--- src/rtl/stt_pkg.sv ---
// ----------------------------------------------------------------------------
// stt_pkg
// Shared types and constants for the software timer table: request and
// event codes, the layout of one stored timer entry and the controller states.
// ----------------------------------------------------------------------------
package stt_pkg;

    localparam int TIMERS_DEF = 16;
    localparam int RESULT_CAP = 16;
    localparam int ID_W       = 16;
    localparam int DUR_W      = 32;
    localparam int ELAPSED_W  = 16;

    typedef enum logic [1:0] {
        REQ_TICK   = 2'd0,
        REQ_ADD    = 2'd1,
        REQ_REMOVE = 2'd2,
        REQ_CLEAR  = 2'd3
    } t_req;

    typedef enum logic [2:0] {
        EV_FIRED   = 3'd0,
        EV_ADDED   = 3'd1,
        EV_FULL    = 3'd2,
        EV_REMOVED = 3'd3,
        EV_NOTHING = 3'd4
    } t_event_kind;

    typedef struct packed {
        logic [DUR_W-1:0] period;
        logic [DUR_W-1:0] remaining;
        logic             cyclic;
        logic [ID_W-1:0]  ident;
    } t_entry;

    typedef struct packed {
        t_event_kind     kind;
        logic [ID_W-1:0] id;
        logic            last;
    } t_result;

    typedef enum logic [2:0] {
        ST_IDLE,
        ST_DEC,
        ST_PICK,
        ST_FIND,
        ST_EMIT
    } t_state;

endpackage

--- src/rtl/software_timer_table_unit.sv ---
// Add and remove all go straight to the emit state; remove by id sweeps the entry store until
// the id matches or the sweep ends; a tick sweeps once to count down, then sweeps once more
// per fired event to pick it (at most 16 fired events per tick).
// A new request is taken only in the idle state, the cycle after the last result of the current one
// is loaded; the single read port of the entry RAM, swept once per pass, sets the pace of each pass.
// Reset (synchronous, active low) clears all valid flags and the id counter.
// ----------------------------------------------------------------------------
// software_timer_table_unit
// Table of software timers with add, remove by id, remove all and tick
// requests; expired timers fire in ascending period order.
// ----------------------------------------------------------------------------
module software_timer_table_unit #(
    parameter int TIMERS = stt_pkg::TIMERS_DEF
) (
    input  logic                          i_clk,
    input  logic                          i_rst_n,
    input  logic                          i_valid,
    output logic                          o_stall,
    input  logic [1:0]                    i_req_type,
    input  logic [stt_pkg::DUR_W-1:0]     i_duration,
    input  logic                          i_cyclic,
    input  logic [stt_pkg::ID_W-1:0]      i_timer_id,
    input  logic [stt_pkg::ELAPSED_W-1:0] i_elapsed,
    output logic                          o_valid,
    input  logic                          i_stall,
    output logic [2:0]                    o_event_kind,
    output logic [stt_pkg::ID_W-1:0]      o_result_id,
    output logic                          o_last
);
    import stt_pkg::*;

    // Address width of the entry store; one bit at least for a single timer.
    localparam int AW = (TIMERS > 1) ? $clog2(TIMERS) : 1;

    logic          mem_we;
    logic [AW-1:0] mem_waddr;
    t_entry        mem_wdata;
    logic [AW-1:0] mem_raddr;
    t_entry        mem_rdata;

    logic          res_load;
    t_result       res;
    logic          res_free;

    // Output register: the controller may load a new item in the same cycle
    // that the current one is taken downstream.
    logic          r_out_valid;
    t_result       r_out;

    assign res_free = !r_out_valid || !i_stall;

    // The entry RAM keeps period, countdown, mode and id of every timer.
    stt_entry_ram #(
        .TIMERS (TIMERS),
        .AW     (AW)
    ) u_ram (
        .i_clk   (i_clk),
        .i_we    (mem_we),
        .i_waddr (mem_waddr),
        .i_wdata (mem_wdata),
        .i_raddr (mem_raddr),
        .o_rdata (mem_rdata)
    );

    // The controller owns the valid and due flags and sequences every request.
    stt_ctrl #(
        .TIMERS (TIMERS),
        .AW     (AW)
    ) u_ctrl (
        .i_clk       (i_clk),
        .i_rst_n     (i_rst_n),
        .i_in_valid  (i_valid),
        .o_in_stall  (o_stall),
        .i_req_type  (i_req_type),
        .i_duration  (i_duration),
        .i_cyclic    (i_cyclic),
        .i_timer_id  (i_timer_id),
        .i_elapsed   (i_elapsed),
        .o_mem_we    (mem_we),
        .o_mem_waddr (mem_waddr),
        .o_mem_wdata (mem_wdata),
        .o_mem_raddr (mem_raddr),
        .i_mem_rdata (mem_rdata),
        .o_res_load  (res_load),
        .o_res       (res),
        .i_res_free  (res_free)
    );

    always_ff @(posedge i_clk) begin
        if (!i_rst_n) begin
            r_out_valid <= 1'b0;
        end else if (res_load) begin
            r_out_valid <= 1'b1;
        end else if (!i_stall) begin
            r_out_valid <= 1'b0;
        end
        if (res_load) begin
            r_out <= res;
        end
    end

    assign o_valid      = r_out_valid;
    assign o_event_kind = r_out.kind;
    assign o_result_id  = r_out.id;
    assign o_last       = r_out.last;

endmodule

--- src/rtl/stt_entry_ram.sv ---
// ----------------------------------------------------------------------------
// stt_entry_ram
// Single-port-write, single-port-read entry store with registered read data.
// ----------------------------------------------------------------------------
module stt_entry_ram #(
    parameter int TIMERS = 16,
    parameter int AW     = 4
) (
    input  logic              i_clk,
    input  logic              i_we,
    input  logic [AW-1:0]     i_waddr,
    input  stt_pkg::t_entry   i_wdata,
    input  logic [AW-1:0]     i_raddr,
    output stt_pkg::t_entry   o_rdata
);
    import stt_pkg::*;

    t_entry r_mem [TIMERS];
    t_entry r_rdata;

    always_ff @(posedge i_clk) begin
        if (i_we) begin
            r_mem[i_waddr] <= i_wdata;
        end
        r_rdata <= r_mem[i_raddr];
    end

    assign o_rdata = r_rdata;

endmodule

--- src/rtl/stt_ctrl.sv ---
// ----------------------------------------------------------------------------
// stt_ctrl
// Request sequencer: holds the valid and due flags, sweeps the entry store
// for countdown, firing order and id search, and hands results to the output.
// ----------------------------------------------------------------------------
module stt_ctrl #(
    parameter int TIMERS = 16,
    parameter int AW     = 4
) (
    input  logic                              i_clk,
    input  logic                              i_rst_n,
    input  logic                              i_in_valid,
    output logic                              o_in_stall,
    input  logic [1:0]                        i_req_type,
    input  logic [stt_pkg::DUR_W-1:0]         i_duration,
    input  logic                              i_cyclic,
    input  logic [stt_pkg::ID_W-1:0]          i_timer_id,
    input  logic [stt_pkg::ELAPSED_W-1:0]     i_elapsed,
    output logic                              o_mem_we,
    output logic [AW-1:0]                     o_mem_waddr,
    output stt_pkg::t_entry                   o_mem_wdata,
    output logic [AW-1:0]                     o_mem_raddr,
    input  stt_pkg::t_entry                   i_mem_rdata,
    output logic                              o_res_load,
    output stt_pkg::t_result                  o_res,
    input  logic                              i_res_free
);
    import stt_pkg::*;

    localparam int CW = $clog2(TIMERS + 1);
    localparam int FW = $clog2(RESULT_CAP + 1);
    localparam logic [AW-1:0] LAST_IDX = AW'(TIMERS - 1);

    t_state                r_state, n_state;
    logic [TIMERS-1:0]     r_valid, n_valid;
    logic [TIMERS-1:0]     r_due, n_due;
    logic [ID_W-1:0]       r_next_ident, n_next_ident;
    logic [ELAPSED_W-1:0]  r_elapsed, n_elapsed;
    logic [ID_W-1:0]       r_tid, n_tid;
    logic [AW-1:0]         r_rd_idx, n_rd_idx;
    logic                  r_rd_more, n_rd_more;
    logic                  r_dv, n_dv;
    logic [AW-1:0]         r_dv_idx, n_dv_idx;
    logic [CW-1:0]         r_left, n_left;
    logic [FW-1:0]         r_budget, n_budget;
    logic                  r_best_found, n_best_found;
    logic [AW-1:0]         r_best_idx, n_best_idx;
    logic [DUR_W-1:0]      r_best_period, n_best_period;
    logic [ID_W-1:0]       r_best_ident, n_best_ident;
    logic                  r_best_cyc, n_best_cyc;
    t_result               r_res, n_res;
    logic                  r_wb, n_wb;
    logic                  r_more, n_more;

    logic                  free_any;
    logic [AW-1:0]         free_idx;
    logic                  sweep_end;
    logic                  accept;
    logic                  ev_last;
    t_entry                ent;

    // Lowest free slot for an add.
    always_comb begin
        free_any = 1'b0;
        free_idx = '0;
        for (int i = TIMERS - 1; i >= 0; i--) begin
            if (!r_valid[i]) begin
                free_any = 1'b1;
                free_idx = AW'(i);
            end
        end
    end

    assign sweep_end = r_dv && (r_dv_idx == LAST_IDX);
    assign accept    = (r_state == ST_IDLE) && i_in_valid;

    always_ff @(posedge i_clk) begin
        if (!i_rst_n) begin
            r_state      <= ST_IDLE;
            r_valid      <= '0;
            r_due        <= '0;
            r_next_ident <= '0;
            r_rd_more    <= 1'b0;
            r_dv         <= 1'b0;
            r_left       <= '0;
            r_budget     <= '0;
            r_best_found <= 1'b0;
            r_wb         <= 1'b0;
            r_more       <= 1'b0;
        end else begin
            r_state      <= n_state;
            r_valid      <= n_valid;
            r_due        <= n_due;
            r_next_ident <= n_next_ident;
            r_rd_more    <= n_rd_more;
            r_dv         <= n_dv;
            r_left       <= n_left;
            r_budget     <= n_budget;
            r_best_found <= n_best_found;
            r_wb         <= n_wb;
            r_more       <= n_more;
        end
        r_elapsed     <= n_elapsed;
        r_tid         <= n_tid;
        r_rd_idx      <= n_rd_idx;
        r_dv_idx      <= n_dv_idx;
        r_best_idx    <= n_best_idx;
        r_best_period <= n_best_period;
        r_best_ident  <= n_best_ident;
        r_best_cyc    <= n_best_cyc;
        r_res         <= n_res;
    end

    always_comb begin
        n_state       = r_state;
        n_valid       = r_valid;
        n_due         = r_due;
        n_next_ident  = r_next_ident;
        n_elapsed     = r_elapsed;
        n_tid         = r_tid;
        n_rd_idx      = r_rd_idx;
        n_rd_more     = r_rd_more;
        n_dv          = r_dv;
        n_dv_idx      = r_dv_idx;
        n_left        = r_left;
        n_budget      = r_budget;
        n_best_found  = r_best_found;
        n_best_idx    = r_best_idx;
        n_best_period = r_best_period;
        n_best_ident  = r_best_ident;
        n_best_cyc    = r_best_cyc;
        n_res         = r_res;
        n_wb          = r_wb;
        n_more        = r_more;
        o_in_stall    = (r_state != ST_IDLE);
        o_mem_we      = 1'b0;
        o_mem_waddr   = r_dv_idx;
        o_mem_wdata   = i_mem_rdata;
        o_mem_raddr   = r_rd_idx;
        o_res_load    = 1'b0;
        ent           = i_mem_rdata;
        ev_last       = (r_left == CW'(1)) || (r_budget == FW'(1));

        // Read issue for the sweeping states.
        if (r_state == ST_DEC || r_state == ST_PICK || r_state == ST_FIND) begin
            n_dv     = r_rd_more;
            n_dv_idx = r_rd_idx;
            if (r_rd_more) begin
                if (r_rd_idx == LAST_IDX) begin
                    n_rd_more = 1'b0;
                end else begin
                    n_rd_idx = r_rd_idx + AW'(1);
                end
            end
        end

        unique case (r_state)
            ST_IDLE: begin
                if (i_in_valid) begin
                    n_wb   = 1'b0;
                    n_more = 1'b0;
                    unique case (t_req'(i_req_type))
                        REQ_TICK: begin
                            n_elapsed = i_elapsed;
                            n_rd_idx  = '0;
                            n_rd_more = 1'b1;
                            n_dv      = 1'b0;
                            n_left    = '0;
                            n_due     = '0;
                            n_state   = ST_DEC;
                        end
                        REQ_ADD: begin
                            if (free_any) begin
                                o_mem_we              = 1'b1;
                                o_mem_waddr           = free_idx;
                                o_mem_wdata.period    = i_duration;
                                o_mem_wdata.remaining = i_duration;
                                o_mem_wdata.cyclic    = i_cyclic;
                                o_mem_wdata.ident     = r_next_ident;
                                n_valid[free_idx]     = 1'b1;
                                n_res                 = '{EV_ADDED, r_next_ident, 1'b1};
                                n_next_ident          = r_next_ident + ID_W'(1);
                            end else begin
                                n_res = '{EV_FULL, '0, 1'b1};
                            end
                            n_state = ST_EMIT;
                        end
                        REQ_REMOVE: begin
                            n_tid     = i_timer_id;
                            n_rd_idx  = '0;
                            n_rd_more = 1'b1;
                            n_dv      = 1'b0;
                            n_state   = ST_FIND;
                        end
                        REQ_CLEAR: begin
                            n_res   = '{(|r_valid) ? EV_REMOVED : EV_NOTHING, '0, 1'b1};
                            n_valid = '0;
                            n_state = ST_EMIT;
                        end
                        default: n_state = ST_IDLE;
                    endcase
                end
            end

            ST_DEC: begin
                if (r_dv && r_valid[r_dv_idx]) begin
                    o_mem_we = 1'b1;
                    if (ent.remaining <= {{(DUR_W-ELAPSED_W){1'b0}}, r_elapsed}) begin
                        n_due[r_dv_idx]       = 1'b1;
                        n_left                = r_left + CW'(1);
                        o_mem_wdata.remaining = '0;
                    end else begin
                        o_mem_wdata.remaining = ent.remaining
                                              - {{(DUR_W-ELAPSED_W){1'b0}}, r_elapsed};
                    end
                end
                if (sweep_end) begin
                    if (n_left == '0) begin
                        n_res   = '{EV_NOTHING, '0, 1'b1};
                        n_state = ST_EMIT;
                    end else begin
                        n_budget     = FW'(RESULT_CAP);
                        n_best_found = 1'b0;
                        n_rd_idx     = '0;
                        n_rd_more    = 1'b1;
                        n_dv         = 1'b0;
                        n_state      = ST_PICK;
                    end
                end
            end

            ST_PICK: begin
                // Strictly smaller replaces, so equal keys keep the lower slot.
                if (r_dv && r_due[r_dv_idx]) begin
                    if (!r_best_found ||
                        ({ent.period, ent.ident} < {r_best_period, r_best_ident})) begin
                        n_best_found  = 1'b1;
                        n_best_idx    = r_dv_idx;
                        n_best_period = ent.period;
                        n_best_ident  = ent.ident;
                        n_best_cyc    = ent.cyclic;
                    end
                end
                if (sweep_end) begin
                    n_res             = '{EV_FIRED, n_best_ident, ev_last};
                    n_more            = !ev_last;
                    n_wb              = 1'b1;
                    n_due[n_best_idx] = 1'b0;
                    n_left            = r_left - CW'(1);
                    n_budget          = r_budget - FW'(1);
                    n_state           = ST_EMIT;
                end
            end

            ST_FIND: begin
                if (r_dv && r_valid[r_dv_idx] && (ent.ident == r_tid)) begin
                    n_valid[r_dv_idx] = 1'b0;
                    n_res             = '{EV_REMOVED, r_tid, 1'b1};
                    n_state           = ST_EMIT;
                end else if (sweep_end) begin
                    n_res   = '{EV_NOTHING, '0, 1'b1};
                    n_state = ST_EMIT;
                end
            end

            ST_EMIT: begin
                if (i_res_free) begin
                    o_res_load = 1'b1;
                    if (r_wb) begin
                        if (r_best_cyc) begin
                            o_mem_we              = 1'b1;
                            o_mem_waddr           = r_best_idx;
                            o_mem_wdata.period    = r_best_period;
                            o_mem_wdata.remaining = r_best_period;
                            o_mem_wdata.cyclic    = 1'b1;
                            o_mem_wdata.ident     = r_best_ident;
                        end else begin
                            n_valid[r_best_idx] = 1'b0;
                        end
                    end
                    n_wb = 1'b0;
                    if (r_more) begin
                        n_best_found = 1'b0;
                        n_rd_idx     = '0;
                        n_rd_more    = 1'b1;
                        n_dv         = 1'b0;
                        n_state      = ST_PICK;
                    end else begin
                        n_state = ST_IDLE;
                    end
                end
            end

            default: n_state = ST_IDLE;
        endcase
    end

    assign o_res = r_res;

`ifndef ASSERT_OFF
    a_load_when_free: assert property (@(posedge i_clk) disable iff (!i_rst_n)
        o_res_load |-> i_res_free)
        else $error("result loaded while output register is occupied");

    a_add_to_free_slot: assert property (@(posedge i_clk) disable iff (!i_rst_n)
        (r_state == ST_IDLE && o_mem_we) |-> !r_valid[o_mem_waddr])
        else $error("add overwrote a live timer entry");

    a_clear_all: assert property (@(posedge i_clk) disable iff (!i_rst_n)
        (accept && t_req'(i_req_type) == REQ_CLEAR) |=> (r_valid == '0))
        else $error("remove all left a timer valid");

    a_pick_has_work: assert property (@(posedge i_clk) disable iff (!i_rst_n)
        (r_state == ST_PICK) |-> (r_left != '0 && r_budget != '0))
        else $error("firing sweep started with nothing left to fire");
`endif

endmodule
--- config.mk ---
export PLATFORM = sky130hd
export DESIGN_NAME = software_timer_table_unit
export DESIGN_NICKNAME = d
export VERILOG_FILES = /design/src/rtl/stt_pkg.sv /design/src/rtl/software_timer_table_unit.sv /design/src/rtl/stt_entry_ram.sv /design/src/rtl/stt_ctrl.sv
export SDC_FILE = /design/constraint.sdc
export NUM_CORES = 2
export LEC_CHECK = 0
export ABC_CLOCK_PERIOD_IN_PS = 11600
export BUFFER_PORTS_ARGS = -buffer_cell sky130_fd_sc_hd__buf_4
export CORE_MARGIN = 2
export CORE_UTILIZATION = 50
export CTS_BUF_LIST = sky130_fd_sc_hd__clkbuf_8
export CTS_CLUSTER_DIAMETER = 150
export DETAILED_ROUTE_END_ITERATION = 7
export HOLD_SLACK_MARGIN = 0.02
export PLACE_DENSITY = 0.75
export SLEW_MARGIN = 20
export SYNTH_ARGS = -nofsm -noshare
export SYNTH_HDL_FRONTEND = slang
export SYNTH_SLANG_ARGS = --single-unit
--- constraint.sdc ---
create_clock -name i_clk -period 11.6 [get_ports i_clk]
set_clock_uncertainty 0.2 [all_clocks]
set_input_delay 2.32 -clock i_clk [delete_from_list [all_inputs] [get_ports i_clk]]
set_output_delay 2.32 -clock i_clk [all_outputs]
set_load 0.01 [all_outputs]
==> flow_summary.json <==
{
  "synth.area.top_cells": "edfxtp_1 68%, mux4_2 15%, dfxtp_1 4.8%",
  "finalSetupTns_ns": 0,
  "finalSetupViolCount": 0,
  "regArea_mm2": 0.0458,
  "drive_gt1_share_pct": 25.7,
  "multi_input_area_mm2": 0.0162,
  "ir_worst_vdd_v": 0.000146,
  "finalPower_mw": 12.5,
  "cp-start-kind": "flip-flop",
  "power_per_cell_area_mw_per_mm2": 178,
  "place_area_mm2": 0.0658,
  "yosys.area.top_type": "edfxtp_1",
  "drc": 1,
  "fp.dieH_um": 359,
  "cts_tree": "yes",
  "worstPathArrival_ns": 7.42,
  "gp_congestion": 0.891,
  "cp_max_fo": 63,
  "rsz0062_at_grt": "false",
  "cts_hold_buffers": 0,
  "fmax_mhz": 141,
  "synth_cell_types": 79,
  "finalCritPeriodShare_pct": 61.3,
  "avgSynthCellArea_um2": 19.0,
  "whs_path_depth": 0,
  "timing.rr.start": "u_ctrl.r_state[0]$_SDFFE_PN0P_",
  "first_iter_violations": 4000,
  "htreeDepth": 4,
  "synthArstFlopShare_pct": 0,
  "start_util_pct": 50.2,
  "hp-class": "flip-flop to flip-flop",
  "synth_common_cells": "1425 x edfxtp_1, 412 x mux4_2, 223 x nand2_1",
  "stdcell_count": 5409,
  "finalCriticalPeriod_ns": 7.11,
  "clk_path_buf_depth": 3,
  "critPathCaptureType": "flip-flop",
  "place_inst": 4966,
  "synthesis.nets": 3455,
  "path_class": "flip-flop to flip-flop",
  "portBuffers": 92,
  "avgViaCountPerCell": 6.12,
  "totalWireLength_um": 144000,
  "grtUsageTotal_pct": 22.6,
  "syn-cell-area_mm2": 0.0628,
  "core-area_mm2": 0.125,
  "netlist_instances": 3313,
  "status": "finished with violations",
  "grt_pass1_vias": 33300,
  "cellLeakagePower_nw": 22.9,
  "cts_buffers": 229,
  "via_count": 33100,
  "hold_violations": 0,
  "nets": 3698,
  "first_pass_iters": 8,
  "yosys_most_used_dff": "edfxtp_1",
  "wl_per_cell_um": 26.6,
  "reg2reg_slack_ns": 4.49,
  "antenna_found_initial": 3,
  "dieWidth_um": 359,
  "grt_max_degree": 114,
  "ctsResizeCount": 0,
  "required_ns": 11.91,
  "grt_remaining_overflow": 0,
  "worst_pin_slew_ns": 1.14,
  "dieArea_mm2": 0.129,
  "nFillCells": 9158,
  "rows": 130,
  "pin_count": 93,
  "rr_worst_depth": 12,
  "ys_ff_latch": 1577,
  "rr_endpoint": "u_ram.r_mem[1][58]$_DFFE_PP_",
  "cts_sinks": 1577,
  "yosysMostFrequentCell": "edfxtp_1",
  "clk_pin_slew_ns": 0.06,
  "slew_violations": 0,
  "synth_edf_count": 1425,
  "grt_pass1_wl_um": 214000,
  "ant_nets": 0,
  "area_growth_pct": 12.1,
  "cts_root_buf": "clkbuf_8",
  "violations": "DRC",
  "ys_warn_count": 0,
  "slew_headroom_pct": 24.0,
  "drv_cap": 0,
  "post_cts_buffers": 0,
  "yosysTopAreaCellShare_pct": 68.1,
  "dp.final_hpwl_um": 83700,
  "holdPathEnd": "o_result_id[12]$_DFFE_PP_",
  "clock_latency_ns": 0.93,
  "hp-start": "u_ctrl.o_res[13]$_DFFE_PP_",
  "ys_seq_area_share_pct": 72.9,
  "finalInstanceArea_mm2": 0.0704
}
[where the power goes]
part           total, mW  switching (mW)  internal (mW)  leakage, nW
registers           6.79           0.137           6.65         14.2
clock network       4.26            2.05           2.21         2.70
logic               1.46           0.859          0.598         6.07
[stage by stage]
step,util [%],worst slack (ns),hold WS [ns]
floorplan,-,0.596,0.200
global placement,52.5,3.48,0.201
detailed placement,52.5,3.27,0.205
CTS,56.1,3.99,0.219
global route,56.2,4.24,0.233
finish,56.2,4.49,0.219
[state kept, by name, summed over array words and instances, names as in the netlist, 3 cells and up]
name / cells
u_ctrl.r_due: 16
o_result_id: 16
u_ctrl.r_elapsed: 16
u_ram.o_rdata: 81
u_ctrl.r_best_period: 32
u_ctrl.r_budget: 5
u_ctrl.o_mem_raddr: 4
u_ctrl.r_best_ident: 16
u_ctrl.r_dv_idx: 4
u_ctrl.o_res: 20
u_ctrl.r_state: 3
u_ctrl.r_next_ident: 16
u_ctrl.r_left: 5
u_ctrl.r_valid: 16
u_ram.r_mem: 1296
o_event_kind: 3
u_ctrl.r_best_idx: 4
u_ctrl.r_tid: 16
[worst max-delay path by stage]
stage                               endpoint  depth (start not counted)                      startpoint  slack, ns
2_1_floorplan    u_ram.r_mem[2][0]$_DFFE_PP_                          8                         i_stall       0.60
3_3_place_gp   u_ram.r_mem[13][41]$_DFFE_PP_                         11                         i_stall       3.48
3_5_place_dp   u_ram.r_mem[12][71]$_DFFE_PP_                         11                         i_stall       3.27
4_1_cts        u_ram.r_mem[12][35]$_DFFE_PP_                         11  u_ctrl.r_state[2]$_SDFFE_PN0P_       3.99
5_1_grt         u_ram.r_mem[1][54]$_DFFE_PP_                         12  u_ctrl.r_state[0]$_SDFFE_PN0P_       4.24
6_report        u_ram.r_mem[1][58]$_DFFE_PP_                         12  u_ctrl.r_state[0]$_SDFFE_PN0P_       4.49
[critical path: stages (launching register included)]
cell     delay (ns)
dfxtp_1        0.51
nor2_1         0.46
nand2_1        0.56
a21oi_4        0.77
and3_2         0.29
buf_4          0.64
nor2_4         0.06
buf_4          0.42
a22o_1         0.31
a21oi_1        0.63
nand2_1        0.42
nor2_4         0.79
buf_12         0.52
[layout make-up]
cell class / instances / area share (%)
timing repair buffer: 176 / 2.05
clock buffer: 264 / 5.16
sequential: 1577 / 65.1
multi-input combinational: 1488 / 23.0
tap: 1650 / 2.93
clock inverter: 168 / 1.28
inverter: 84 / 0.448
antenna: 2 / 0.00711
[layer usage]
metal  share of wire [%]  global-route usage, %  vias to the layer above  wire (um)
li1                    -                      -                    14100          -
met1                  40                   31.8                    17000      57400
met2                  48                   35.9                     1685      69300
met3                 9.0                   4.36                      282      13000
met4                 2.8                   7.18                        2       4020
met5              0.0090                      0                        -         13
[cell usage in the layout (no fill, tap or decap), drive strengths merged, types with 33 or more instances in the layout]
master	instances
edfxtp	1425
mux4	412
clkbuf	270
nand2	223
inv	190
buf	170
dfxtp	152
nor2	112
a21oi	75
ha	70
o21ai	67
a22oi	65
nor3	61
clkinv	49
o211ai	47
nand3	33
[logic make-up after synthesis]
group	Yosys count	synth area share, %
adder cells (fa/ha/maj)	71	1.43
buffers and inverters	248	1.55
XOR/XNOR	45	0.627
AO/OA/AOI/OAI	374	4.01
multiplexers	444	15.3
flip-flops	1577	72.9
AND/OR/NAND/NOR	554	4.14
Power figures use the tool's default switching activity.
